**config.mk**
```make
export PLATFORM = sky130hd
export DESIGN_NAME = egaq_cell
export DESIGN_NICKNAME = d
export VERILOG_FILES = /design/src/hw/rtl/egaq_pkg.sv /design/src/hw/rtl/egaq_cell.sv
export SDC_FILE = /design/constraint.sdc
export NUM_CORES = 1
export LEC_CHECK = 0
export BUFFER_PORTS_ARGS = -buffer_cell sky130_fd_sc_hd__buf_2
export CAP_MARGIN = 20
export CORE_ASPECT_RATIO = 1.25
export CORE_MARGIN = 3
export CORE_UTILIZATION = 45
export DETAILED_ROUTE_END_ITERATION = 7
export GPL_TIMING_DRIVEN = 0
export PLACE_DENSITY = 0.68
export SLEW_MARGIN = 0
export SYNTH_ARGS = -nofsm -noshare
export SYNTH_HDL_FRONTEND = slang
export SYNTH_SLANG_ARGS = --single-unit
export TNS_END_PERCENT = 20
```
**constraint.sdc**
```tcl
create_clock -name clk -period 2.95 [get_ports clk]
set_clock_uncertainty 0.2 [all_clocks]
set_input_delay 0.4425 -clock clk [delete_from_list [all_inputs] [get_ports clk]]
set_output_delay 0.4425 -clock clk [all_outputs]
set_load 0.02 [all_outputs]
```
**src/hw/rtl/egaq_pkg.sv**
```systemverilog
// Shared types, constants and palette functions for the EGA 16-color quantizer.
// Used by egaq_cell, egaq_pack and ega16_quantize_planar_pack. No dependencies.

package egaq_pkg;

	localparam int CHAN_W     = 8;
	localparam int NUM_COLORS = 16;
	localparam int IDX_W      = $clog2(NUM_COLORS);
	localparam int NUM_PLANES = 4;
	localparam int POS_W      = 3;
	// 3 * 255^2 = 195075 fits in 18 bits; all ones is above any real distance
	localparam int DIST_W     = 18;
	localparam int IN_W       = 3 * CHAN_W;
	localparam int OUT_W      = NUM_PLANES * CHAN_W;

	localparam logic [POS_W-1:0]  LAST_POS  = 3'd7;
	localparam logic [CHAN_W-1:0] FIRST_BIT = 8'h80;

	typedef struct packed {
		logic [CHAN_W-1:0] blue;
		logic [CHAN_W-1:0] green;
		logic [CHAN_W-1:0] red;
	} rgb_t;

	// Token that walks down the cell chain: pixel plus best match so far
	typedef struct packed {
		rgb_t              pix;
		logic [DIST_W-1:0] score;
		logic [IDX_W-1:0]  idx;
	} tok_t;

	function automatic rgb_t palette_rgb(input logic [IDX_W-1:0] idx);
		rgb_t c;
		unique case (idx)
			4'd0:    c = '{blue: 8'd0,   green: 8'd0,   red: 8'd0};
			4'd1:    c = '{blue: 8'd170, green: 8'd0,   red: 8'd0};
			4'd2:    c = '{blue: 8'd0,   green: 8'd170, red: 8'd0};
			4'd3:    c = '{blue: 8'd170, green: 8'd170, red: 8'd0};
			4'd4:    c = '{blue: 8'd0,   green: 8'd0,   red: 8'd170};
			4'd5:    c = '{blue: 8'd170, green: 8'd0,   red: 8'd170};
			4'd6:    c = '{blue: 8'd0,   green: 8'd85,  red: 8'd170};
			4'd7:    c = '{blue: 8'd170, green: 8'd170, red: 8'd170};
			4'd8:    c = '{blue: 8'd85,  green: 8'd85,  red: 8'd85};
			4'd9:    c = '{blue: 8'd255, green: 8'd85,  red: 8'd85};
			4'd10:   c = '{blue: 8'd85,  green: 8'd255, red: 8'd85};
			4'd11:   c = '{blue: 8'd255, green: 8'd255, red: 8'd85};
			4'd12:   c = '{blue: 8'd85,  green: 8'd85,  red: 8'd255};
			4'd13:   c = '{blue: 8'd255, green: 8'd85,  red: 8'd255};
			4'd14:   c = '{blue: 8'd85,  green: 8'd255, red: 8'd255};
			default: c = '{blue: 8'd255, green: 8'd255, red: 8'd255};
		endcase
		return c;
	endfunction

	function automatic logic [2*CHAN_W-1:0] chan_sq(input logic [CHAN_W-1:0] a,
			input logic [CHAN_W-1:0] b);
		logic [CHAN_W-1:0] d;
		d = (a >= b) ? (a - b) : (b - a);
		return (2*CHAN_W)'(d) * (2*CHAN_W)'(d);
	endfunction

	function automatic logic [DIST_W-1:0] sq_dist(input rgb_t a, input rgb_t b);
		return DIST_W'(chan_sq(a.red, b.red)) + DIST_W'(chan_sq(a.green, b.green))
			+ DIST_W'(chan_sq(a.blue, b.blue));
	endfunction

endpackage

```
**src/hw/rtl/egaq_cell.sv**
```systemverilog
// One palette cell of the quantizer chain: scores the pixel against one color.
// Depends on egaq_pkg.

module egaq_cell (
	input  logic                        clk,
	input  logic                        arst_n,
	input  logic [egaq_pkg::IDX_W-1:0]  cell_idx,
	input  logic                        in_valid,
	output logic                        in_ready,
	input  egaq_pkg::tok_t              in_tok,
	output logic                        out_valid,
	input  logic                        out_ready,
	output egaq_pkg::tok_t              out_tok
);
	import egaq_pkg::*;

	logic              valid_q;
	tok_t              tok_q;
	logic [DIST_W-1:0] cand_score;
	tok_t              tok_next;

	assign in_ready = !valid_q || out_ready;

	always_comb begin
		cand_score = sq_dist(in_tok.pix, palette_rgb(cell_idx));
		tok_next   = in_tok;
		// strict compare keeps the lower index on a tie
		if (cand_score < in_tok.score) begin
			tok_next.score = cand_score;
			tok_next.idx   = cell_idx;
		end
	end

	always_ff @(posedge clk or negedge arst_n) begin
		if (!arst_n) begin
			valid_q <= 1'b0;
		end else if (in_ready) begin
			valid_q <= in_valid;
		end
	end

	always_ff @(posedge clk) begin
		if (in_valid && in_ready) begin
			tok_q <= tok_next;
		end
	end

	assign out_valid = valid_q;
	assign out_tok   = tok_q;

	a_hold_stalled: assert property (@(posedge clk) disable iff (!arst_n)
		valid_q && !out_ready |=> valid_q && $stable(tok_q))
		else $error("cell dropped or changed a stalled word");

	a_best_not_worse: assert property (@(posedge clk) disable iff (!arst_n)
		in_valid && in_ready |=> tok_q.score <= $past(in_tok.score))
		else $error("cell raised the best distance");

	a_scored: assert property (@(posedge clk) disable iff (!arst_n)
		valid_q |-> tok_q.score != '1)
		else $error("word left the cell without a real distance");

endmodule

```
# [Word-level counts from Yosys, hierarchy flattened]
# Memories as Yosys holds them, arrays and structs flattened.
# Cells that the tools add are included.
[classes] muxes=4 n_lt_le_gt_ge=4 multipliers=3 add_sub_neg=8 n_reduce_logical=3
[op_table] cell="$mul 8x8->16" count=3
[op_table] cell="$sub 8x8->8" count=6
[op_table] cell="$ge 8x8->1" count=3
[op_table] cell="$mux 8" count=3
[op_table] cell="$mux 22" count=1
[op_table] cell="$add 17x16->18" count=1
[op_table] cell="$lt 18x18->1" count=1
[op_table] cell="$add 16x16->17" count=1
[op_table] cell="$logic_and 1x1->1" count=1
[op_table] cell="$logic_not 1->1" count=1
[op_table] cell="$logic_or 1x1->1" count=1
[totals] reg_bits=47 mem_count=1 input_bits=54 romBits=384 elab_cells=29
[mem_list] name="(name not given)" depth=16 width=24 rd=1 rd_clocked_by_memory_dff=0 write_ports=0 line_no="egaq_pkg.sv:34" rtl="unique case (idx)"

# [Depth between registers and ports, before layout]
# An unclocked memory read counts as a cell.
[depth] ltp_word=8 mapped_depth=42 mapped_depth_nobuf=41

# [Least setup slack after synthesis]
# No wires, ideal clock.
[synth_timing] path_kind="input to register" startpoint="input port cell_idx[3] (netlist bit)" endpoint="register tok_q (netlist bit out_tok[1]) (data pin)" path_buffers=2 path_slack_ns=-7.300 stages=35 t_arrival_ns=9.790 path_cell_list="or3b_4 and2_4 buf_6 ha_1 ha_1 o311ai_4 a31o_2 nand3_1 o31a_1 a22o_1 nor3_1 fa_1 fa_1 fa_1 fa_1 fa_1 fa_1 inv_1 fa_1 inv_1 ha_1 o21a_1 nand3_1 o21ai_0 o22a_1 a31oi_1 xnor2_1 ha_1 a21o_1 a21o_1 a21oi_1 o21ai_0 a21oi_1 clkbuf_1 mux2_2"
[synth_lines] item="start, declared" line_no="egaq_cell.sv:7" rtl="input logic [egaq_pkg::IDX_W-1:0] cell_idx,"
[synth_lines] item="end signal, assigned" line_no="egaq_cell.sv:44" rtl="tok_q <= tok_next;"
[synth_lines] item="end, declared" line_no="egaq_cell.sv:18" rtl="tok_t tok_q;"

==> metrics <==
largest cells by area after synthesis=fa_1 28%, ha_1 18%, edfxtp_1 14%; status=finished with violations; share of cells above drive strength 1=0.276; total grt overflow=0; met2 wire len=12.3 mm; die extent in y=170 um; num rows=59; area growth from synthesis to layout=25.2%; final worst path period need=9.78 ns; FFs w/ async S/R, synth=0.0213; Iter 0 DRT Violations=327; Syn Inst Count=1,011; max-slew violations=0; max layer used=met4; placer congestion estimate=0.897; wire length of the first global-routing pass=38.2 mm; hold path cells=1; Ant. Diodes=0; PortBufs=101; CTS tree=yes; Reg2Reg Depth=3; ys flop type=edfxtp_1; YS warnings=0; initial core utilization=0.462; Syn Nets=1,342; vias in the first global route=7,999; Peak Freq=102 MHz; met3 wire len=1.01 mm; CTS sink cnt=47; post-synth top area cell=fa_1; most common cell after layout, fill and taps aside=inv_1; hold slack=0.125 ns; final-report hold violation count=0; failing checks=negative setup slack; DR WL/cell=15.8 um; Rel. slew slack=0.524; EDFF count, synth=46; initial antenna violation count=0; final worst slack=-6.83 ns; critical path endpoint category=flip-flop; syn_area_per_cell=9.62 um2; Period Utilization, post-route=3.31; die area=0.0234 mm2; clk buf depth=2; Crit Path Max Fanout=8; hpwl dp=18.1 mm; later-pin clock latency in the skew report=0.31 ns; sequential area share after synthesis=0.145; Vias/cell=5.22; CP max-delay cell=fa_1; Detail Route Antenna Nets=0; # DRC=0; CTS root buffer=clkbuf_16; Synth cell types=75; post-synthesis cell area=0.00973 mm2; final setup vio count=22; Filler Cell Count=1,816; CTS HTree Levels=2; worst-margin pin slew=0.705 ns; max cap viols=0; area of the multi-input gates=0.00793 mm2; critical path class=in -> reg; most frequent CP cell=fa_1; share of the synthesized area in the top cell type=0.282; clock slew at reported path FFs=0.07 ns; slowest stage delay, CP=0.57 ns; crit path DAT=9.63 ns; most frequent cells in the layout=231 x inv_1, 134 x fa_1, 124 x ha_1; #FFs+latches synth=47; largest net degree at the start of global routing=25; Register Area=0.00141 mm2; die width=138 um; Routed WL=23.2 mm; post-layout net count=1,524; Hold Crit Class=in -> reg; RSZ-0062 raised after global routing=yes; I/O pin total=102; total core area=0.0210 mm2; Total Routing Usage GR=0.203; M1 wire length=9.24 mm; crit start category=primary input; DR pass1 iterations=5; Vias=7,659; WP data required=2.80 ns; Inserted Clock Buffers=5
cells by family (layout without fill, tap and decap cells):
kind of cell    after synthesis  after routing  share of synthesized area
xor+xnor                     30             30                     0.0289
flops                        47             47                      0.145
simple gates                184            184                     0.0938
buf+inv                     264            447                      0.105
fa+ha+maj                   279            279                      0.465
mux                          32             32                     0.0372
compound gates              175            175                      0.126
layer usage:
layer / up-vias / GRT usage
met4: 0 / 0.0603
met3: 32 / 0.0269
met5: - / 0
li1: 3670 / -
met2: 193 / 0.371
met1: 3764 / 0.247
cell type report:
type                            count  share of cell area
Buffer                             18              0.0143
Clock buffer                        5              0.0103
Clock inverter                      3             0.00391
Inverter                          241              0.0753
Multi-Input combinational cell    700               0.651
Sequential cell                    47               0.116
Tap cell                          274              0.0282
Timing Repair Buffer              180               0.101
flip-flops by register name, indices dropped and copies added (netlist names):
signal,flops
out_tok,46
out_valid,1
critical path, delay by kind of cell:
family	cells	cell delay [ns]
AOI/OAI and AO/OA	14	2.63
xor gates and xnor gates	1	0.16
adders and majority gates	11	4.45
buffers and inverters	6	0.58
muxes	1	0.30
and+or+nand+nor	4	1.03
per-stage QoR:
step / worst slack, ns / area [um2] / instances / TNS (ns) / utilization
after floorplan: -6.58 / 9910 / 1011 / -144.36 / -
after global placement: -8.22 / 10800 / 1386 / -179.96 / 0.511
after detailed placement: -8.25 / 10800 / 1387 / -180.46 / 0.513
after CTS: -6.86 / 11800 / 1442 / -150.37 / 0.560
after global routing: -7.11 / 12200 / 1468 / -155.66 / 0.579
final: -6.83 / 12200 / 1468 / -149.44 / 0.579
final timing paths:
path / startpoint / end / slack (ns)
worst max-delay path: cell_idx[3] / out_tok[3] / -6.83
worst min-delay path: in_tok[29] / out_tok[29] / 0.13
worst max register to register: out_valid / out_tok[45] / 1.14
worst min register to register: out_valid / out_valid / 0.33
max in group asynchronous: arst_n / out_valid / 2.24
min in group asynchronous: arst_n / out_valid / 0.22
Yosys cell counts, types with 5 or more instances:
library cell / number
nor2_1: 76
or3_1: 7
xor2_1: 11
or2_2: 10
and2_1: 5
ha_1: 140
a31oi_1: 5
a21oi_1: 48
nand2b_1: 11
mux2i_1: 8
edfxtp_1: 46
nor3_1: 9
inv_1: 238
xnor2_1: 18
nor2b_1: 8
o21ai_0: 21
nand4_1: 7
nand3_1: 9
o21bai_1: 9
o21a_1: 10
fa_1: 137
nand2_1: 21
a21o_1: 32
clkbuf_1: 19
mux2_2: 23
what timing repair did:
item                                    in CTS  in global routing
endpoints found under the hold margin        1                  0
hold buffers                                 1                  0
endpoints found under the setup margin      22                 22
setup buffers                               49                 26
gates cloned                                 2                  0
gates resized for setup                     87                 54
pin swaps                                   44                 59
Power is left out: the tool's default activity adds up to more than one toggle a clock period on the data nets, which glitch-free logic cannot reach.
