==> config.mk <==
export PLATFORM = sky130hd
export DESIGN_NAME = egaq_pack
export DESIGN_NICKNAME = d
export VERILOG_FILES = /design/src/hw/rtl/egaq_pkg.sv /design/src/hw/rtl/egaq_pack.sv
export SDC_FILE = /design/constraint.sdc
export NUM_CORES = 1
export LEC_CHECK = 0
export BUFFER_PORTS_ARGS = -buffer_cell sky130_fd_sc_hd__buf_2
export CAP_MARGIN = 20
export CORE_MARGIN = 4
export CORE_UTILIZATION = 56
export CTS_CLUSTER_SIZE = 10
export DETAILED_ROUTE_END_ITERATION = 12
export PLACE_DENSITY_LB_ADDON = 0.05
export SYNTH_ARGS = -nofsm -noshare
export SYNTH_HDL_FRONTEND = slang
export SYNTH_SLANG_ARGS = --single-unit
==> constraint.sdc <==
create_clock -name clk -period 2.52 [get_ports clk]
set_input_delay 0 -clock clk [delete_from_list [all_inputs] [get_ports clk]]
set_output_delay 0 -clock clk [all_outputs]
set_load 0.05 [all_outputs]
==> src/hw/rtl/egaq_pkg.sv <==
// Shared types, constants and palette functions for the EGA 16-color quantizer.
// Used by egaq_cell, egaq_pack and ega16_quantize_planar_pack. No dependencies.

package egaq_pkg;

	localparam int CHAN_W     = 8;
	localparam int NUM_COLORS = 16;
	localparam int IDX_W      = $clog2(NUM_COLORS);
	localparam int NUM_PLANES = 4;
	localparam int POS_W      = 3;
	// 3 * 255^2 = 195075 fits in 18 bits; all ones is above any real distance
	localparam int DIST_W     = 18;
	localparam int IN_W       = 3 * CHAN_W;
	localparam int OUT_W      = NUM_PLANES * CHAN_W;

	localparam logic [POS_W-1:0]  LAST_POS  = 3'd7;
	localparam logic [CHAN_W-1:0] FIRST_BIT = 8'h80;

	typedef struct packed {
		logic [CHAN_W-1:0] blue;
		logic [CHAN_W-1:0] green;
		logic [CHAN_W-1:0] red;
	} rgb_t;

	// Token that walks down the cell chain: pixel plus best match so far
	typedef struct packed {
		rgb_t              pix;
		logic [DIST_W-1:0] score;
		logic [IDX_W-1:0]  idx;
	} tok_t;

	function automatic rgb_t palette_rgb(input logic [IDX_W-1:0] idx);
		rgb_t c;
		unique case (idx)
			4'd0:    c = '{blue: 8'd0,   green: 8'd0,   red: 8'd0};
			4'd1:    c = '{blue: 8'd170, green: 8'd0,   red: 8'd0};
			4'd2:    c = '{blue: 8'd0,   green: 8'd170, red: 8'd0};
			4'd3:    c = '{blue: 8'd170, green: 8'd170, red: 8'd0};
			4'd4:    c = '{blue: 8'd0,   green: 8'd0,   red: 8'd170};
			4'd5:    c = '{blue: 8'd170, green: 8'd0,   red: 8'd170};
			4'd6:    c = '{blue: 8'd0,   green: 8'd85,  red: 8'd170};
			4'd7:    c = '{blue: 8'd170, green: 8'd170, red: 8'd170};
			4'd8:    c = '{blue: 8'd85,  green: 8'd85,  red: 8'd85};
			4'd9:    c = '{blue: 8'd255, green: 8'd85,  red: 8'd85};
			4'd10:   c = '{blue: 8'd85,  green: 8'd255, red: 8'd85};
			4'd11:   c = '{blue: 8'd255, green: 8'd255, red: 8'd85};
			4'd12:   c = '{blue: 8'd85,  green: 8'd85,  red: 8'd255};
			4'd13:   c = '{blue: 8'd255, green: 8'd85,  red: 8'd255};
			4'd14:   c = '{blue: 8'd85,  green: 8'd255, red: 8'd255};
			default: c = '{blue: 8'd255, green: 8'd255, red: 8'd255};
		endcase
		return c;
	endfunction

	function automatic logic [2*CHAN_W-1:0] chan_sq(input logic [CHAN_W-1:0] a,
			input logic [CHAN_W-1:0] b);
		logic [CHAN_W-1:0] d;
		d = (a >= b) ? (a - b) : (b - a);
		return (2*CHAN_W)'(d) * (2*CHAN_W)'(d);
	endfunction

	function automatic logic [DIST_W-1:0] sq_dist(input rgb_t a, input rgb_t b);
		return DIST_W'(chan_sq(a.red, b.red)) + DIST_W'(chan_sq(a.green, b.green))
			+ DIST_W'(chan_sq(a.blue, b.blue));
	endfunction

endpackage

==> src/hw/rtl/egaq_pack.sv <==
// Planar packer: collects index bits of eight pixels into four plane bytes.
// Holds the output register of the block. Depends on egaq_pkg.

module egaq_pack (
	input  logic                               clk,
	input  logic                               arst_n,
	input  logic                               in_valid,
	output logic                               in_ready,
	input  logic [egaq_pkg::IDX_W-1:0]         in_idx,
	output logic                               out_valid,
	input  logic                               out_ready,
	output logic [egaq_pkg::NUM_PLANES-1:0][egaq_pkg::CHAN_W-1:0] out_planes
);
	import egaq_pkg::*;

	logic [POS_W-1:0]                        pos_q;
	logic [NUM_PLANES-1:0][CHAN_W-1:0]       acc_q;
	logic [NUM_PLANES-1:0][CHAN_W-1:0]       acc_next;
	logic [NUM_PLANES-1:0][CHAN_W-1:0]       planes_q;
	logic                                    out_valid_q;
	logic [CHAN_W-1:0]                       mask;
	logic                                    take;
	logic                                    flush;

	// only the eighth pixel needs the output register
	assign in_ready = (pos_q != LAST_POS) || !out_valid_q || out_ready;
	assign take     = in_valid && in_ready;
	assign flush    = take && (pos_q == LAST_POS);
	assign mask     = FIRST_BIT >> pos_q;

	always_comb begin
		for (int p = 0; p < NUM_PLANES; p++) begin
			acc_next[p] = acc_q[p] | (in_idx[p] ? mask : '0);
		end
	end

	always_ff @(posedge clk or negedge arst_n) begin
		if (!arst_n) begin
			pos_q       <= '0;
			acc_q       <= '0;
			out_valid_q <= 1'b0;
		end else begin
			if (take) begin
				pos_q <= pos_q + 1'b1;
				acc_q <= flush ? '0 : acc_next;
			end
			if (flush) begin
				out_valid_q <= 1'b1;
			end else if (out_ready) begin
				out_valid_q <= 1'b0;
			end
		end
	end

	always_ff @(posedge clk) begin
		if (flush) begin
			planes_q <= acc_next;
		end
	end

	assign out_valid  = out_valid_q;
	assign out_planes = planes_q;

	a_clear_after_flush: assert property (@(posedge clk) disable iff (!arst_n)
		flush |=> (pos_q == '0) && (acc_q == '0))
		else $error("accumulators not cleared after a full group");

	a_unfilled_bits_zero: assert property (@(posedge clk) disable iff (!arst_n)
		((acc_q[0] | acc_q[1] | acc_q[2] | acc_q[3]) & (8'hFF >> pos_q)) == 8'h00)
		else $error("bit set at a position not yet filled");

	a_no_overwrite: assert property (@(posedge clk) disable iff (!arst_n)
		out_valid_q && !out_ready |-> !flush)
		else $error("pending result overwritten");

endmodule

# --- Word-level counts from Yosys, hierarchy flattened ---
# Index checks and enable logic that the tools add are counted.
op_classes:
  add_sub_neg: 1
  mul: 0
  div: 0
  n_lt_le_gt_ge: 0
  eq_ne: 2
  n_shift: 1
  mux: 7
  bitwise: 4
  n_reduce_logical: 6
ops:
  columns: ["cell", "n"]
  rows:
  - ["32-bit two-way mux", 1]
  - ["8-bit two-way mux", 4]
  - ["8-bit bitwise OR", 4]
  - ["8-bit by 3-bit right shift with 8-bit output (first input constant)", 1]
  - ["3-bit by 1-bit adder with 3-bit output (second input constant)", 1]
  - ["3-bit == test (second input constant)", 1]
  - ["3-bit != test (second input constant)", 1]
  - ["1-bit logical AND", 2]
  - ["1-bit logical OR", 2]
  - ["1-bit two-way mux", 2]
  - ["2-bit nonzero test", 1]
  - ["1-bit zero test", 1]
totals:
  register_bits: 68
  latchBits: 0
  mem_bits_rw: 0
  romBits: 0
  inputBits: 8
  output_inout_bits: 34
  word_cells: 31
  memories: 0

# --- Depth between registers and ports, before layout ---
logic_depth:
  ltp_word: 6
  mapped_depth: 7
  depth_no_buf: 5

# --- Least setup slack after synthesis ---
# OpenSTA, ideal clock, no wires.
synth_timing:
  kind: "register to register"
  start: "register pos_q[0]"
  end: "register pos_q[1]"
  t_arrival_ns: 1.867
  required_ns: 2.392
  path_slack_ns: 0.525
  path_stages_with_launch: 6
  synth_period_minus_slack_ns: 1.995
  path_cell_list: "dfrtp_1 ha_1 ha_1 nand3b_1 nand2_1 mux2_1"
synth_between:
  elab_chain_cells: 4
  word_cells_on_any_way: 5
synth_rtl:
  columns: ["element", "line", "source"]
  rows:
  - ["from (decl)", "egaq_pack.sv:16", "logic [POS_W-1:0] pos_q;"]
  - ["from (signal assigned)", "egaq_pack.sv:44", "pos_q <= pos_q + 1'b1;"]
  - ["3-bit != test", "egaq_pack.sv:26", "assign in_ready = (pos_q != LAST_POS) || !out_valid_q || out_ready;"]
  - ["1-bit logical OR (2 in series)", "egaq_pack.sv:26", null]
  - ["net in_ready", "egaq_pack.sv:8", "output logic in_ready,"]
  - ["1-bit logical AND", "egaq_pack.sv:27", "assign take = in_valid && in_ready;"]
# The timed path passes the listed nets, and every way through them passes these cells.
# A chain may end at the register's enable or synchronous reset.

# --- Worst setup path in the final report ---
layout_timing:
  start: "register pos_q[0]"
  end: "output in_ready"
layout_between:
  elab_chain_cells: 3
layout_rtl:
  columns: ["element", "line"]
  rows:
  - ["3-bit != test", "egaq_pack.sv:26"]
  - ["1-bit logical OR (2 in series)", "egaq_pack.sv:26"]
  - ["to (decl)", "egaq_pack.sv:8"]
# Every way passes these cells.

==> results.toml <==
[yosys]
yosysTopAreaCell = "edfxtp_1"
ys_warn_count = 0
yosys_register_bits = 68
synth_nets = 225
synth_seq_area_share_pct = 67.5
synth_top_area_share_pct = 34.8
synth.area.top_cells = "edfxtp_1, dfrtp_1, a21oi_1"
synth_area_mm2 = 0.00276
avgSynthCellArea_um2 = 13.1
synth_edf_count = 32
synth_cells = 211
synthFlopType = "dfrtp_1"
async_reset_ff_share_pct = 52.9
ys_types = 24

[power_and_ir_drop]
p_comb_share_pct = 35.3
power_mw = 3.88
p_leak_nw = 1.52
ir_drop_mv = 0.711
seqPwrFrac_pct = 45.2
p_int_mw = 2.45
clockPowerShare_pct = 19.6
p_per_area_mw_per_mm2 = 1220
switching_share_pct = 36.9
switchingPower_mw = 1.43

[final_layout]
seq_area_mm2 = 0.00186
multi_input_area_um2 = 803
final_common_cell = "buf_2"
antenna_cells = 0
final_cell_mix = "buf_2, dfrtp_1, a21oi_1, edfxtp_1, nor2_1"
fillCellCount = 381
nets = 267
drive_above_1_share_pct = 28.3
area_growth_pct = 15.1

[drt]
vias = 1805
drt_iter0_markers = 132
drt_pre_antenna_iters = 4
drc = 0
wirelength_mm = 5.57
drtAntennaViolNets = 0
wl_per_cell_um = 17.1
viasPerCell = 5.55

[floorplanning]
die_y_um = 78.2
core_mm2 = 0.00475
pin_count = 42
start_util_pct = 58.0
die-area_mm2 = 0.00611
core.rowCount = 25
die_w_um = 78.2

[sta]
fin_crit_ns = 1.79
clock.fmax_ghz = 0.558
fin_crit_sh_pct = 71.2
setup_viol = 0
finClkSkew_ns = 0.00541
relSlewSlack_pct = 45.2
rsz0062_at_grt = "false"
worst_pin_slew_ns = 0.822
drv_slew = 0
hold_viol = 0
setup_tns_ns = 0

[grt]
grt_max_degree = 37
overflow = 0
grt_pass1_wl_mm = 9.12
antenna_found_initial = 0
grt_pass1_vias = 1835
global_route.usage.total_pct = 19.9

[worst_hold_path]
hold_path_class = "input port to flip-flop"
min-delay-start = "in_valid"

[clock_tree]
clk_pin_slew_ns = 0.07
cts_hold_buffers = 1
cts_root_buf = "clkbuf_8"
cts_buffers = 9
cts_tree = "built"
clock_path_buffers = 2
postCtsSetupBuffers = 0
clock_latency_ns = 0.33
htreeDepth = 3
cts_resized = 0
cts.sinks = 68

[setup_path]
worstPathMaxFanout = 15
r2r_start = "pos_q[0]"
cp-startpoint = "pos_q[0]"
worst_ep_arrival_time_ns = 1.79
critical_path_class = "flip-flop to primary output"
worst_setup_path_end_kind = "primary output"
cp.required_ns = 2.52
cp-start-kind = "flip-flop"

[status]
status = "finished, final reports clean"

[job]
max_cap_violations = 0

[place]
gp_congestion = 0.777
hpwl_mm = 3.60
numPortBuffers = 41
## flip-flops by register name, summed over array words and instances, names as in the netlist
name	flops
out_valid	1
pos_q	3
out_planes	32
acc_q	32
## path summary, 6_finish.rpt
| check | cells past startpoint | slack, ns | to |
|---|---|---|---|
| min in group asynchronous | 2 | 0.31 | pos_q[2] |
| max in group asynchronous | 2 | 1.68 | acc_q[26] |
| min | 3 | 0.05 | out_valid |
| max | 5 | 0.73 | in_ready |
| max reg2reg | 6 | 0.75 | pos_q[1] |
| min reg2reg | 2 | 0.49 | acc_q[2] |
## layer usage
metal | routed length (µm) | vias to the layer above | track usage (%)
li1 | - | 832 | -
met1 | 2280 | 888 | 24.0
met2 | 2780 | 72 | 33.4
met3 | 382 | 13 | 4.13
met4 | 121 | 0 | 11.0
met5 | 0 | - | 0
## final cells by class
cell class	count	share of cell area [%]
inverter	4	0.473
clock inverter	2	0.394
clock buffer	14	4.81
tap	67	2.64
multi-input combinational	124	25.3
sequential	68	58.7
timing repair buffer	46	7.73
## kinds of logic (layout without fill, tap and decap cells)
kind of cell,Yosys count,after routing,share of synthesized area (%)
flip-flops,68,68,67.5
AO/OA/AOI/OAI,68,68,15.8
adder cells (fa/ha/maj),6,6,2.72
buffers and inverters,19,66,3.63
AND/OR/NAND/NOR,47,47,9.26
XOR/XNOR,1,1,0.318
multiplexers,2,2,0.771
## worst max-delay path: stages, from the launching register on
cell	delay [ns]
dfrtp_1	0.42
ha_1	0.25
ha_1	0.21
buf_4	0.20
nand3b_1	0.11
buf_2	0.27
## cells in the mapped netlist, types with 2 or more instances
library cell	count
edfxtp_1	32
buf_4	2
inv_1	4
o21ai_0	4
buf_2	11
and2_0	4
nor2b_1	7
nor2_1	25
and3b_1	3
dfrtp_1	36
a21o_1	20
a31o_2	12
ha_1	6
nand2_1	2
a21oi_1	32
nor3b_2	3
## power by group through the flow
stage | Combinational [mW] | Sequential, mW | Clock (mW)
5_1_grt | 1.49 | 1.79 | 0.835
6_report | 1.37 | 1.75 | 0.758
4_1_cts | 1.38 | 1.75 | 0.768
3_5_place_dp | 1.36 | 1.77 | 0
2_1_floorplan | 0.779 | 2.02 | 0
3_3_place_gp | 1.31 | 1.75 | 0
## metrics by stage
stage	worst slack, ns	utilization (%)	area, µm²	hold slack, ns	std cells
2_1_floorplan	0.525	-	2760	-0.296	211
3_3_place_gp	0.844	63.1	3000	0.123	308
3_5_place_dp	0.746	63.1	3000	0.131	308
4_1_cts	0.709	66.8	3170	0.0469	325
5_1_grt	0.640	66.8	3170	0.0674	325
6_report	0.726	66.8	3170	0.0526	325
(Power assumes the default switching activity.)
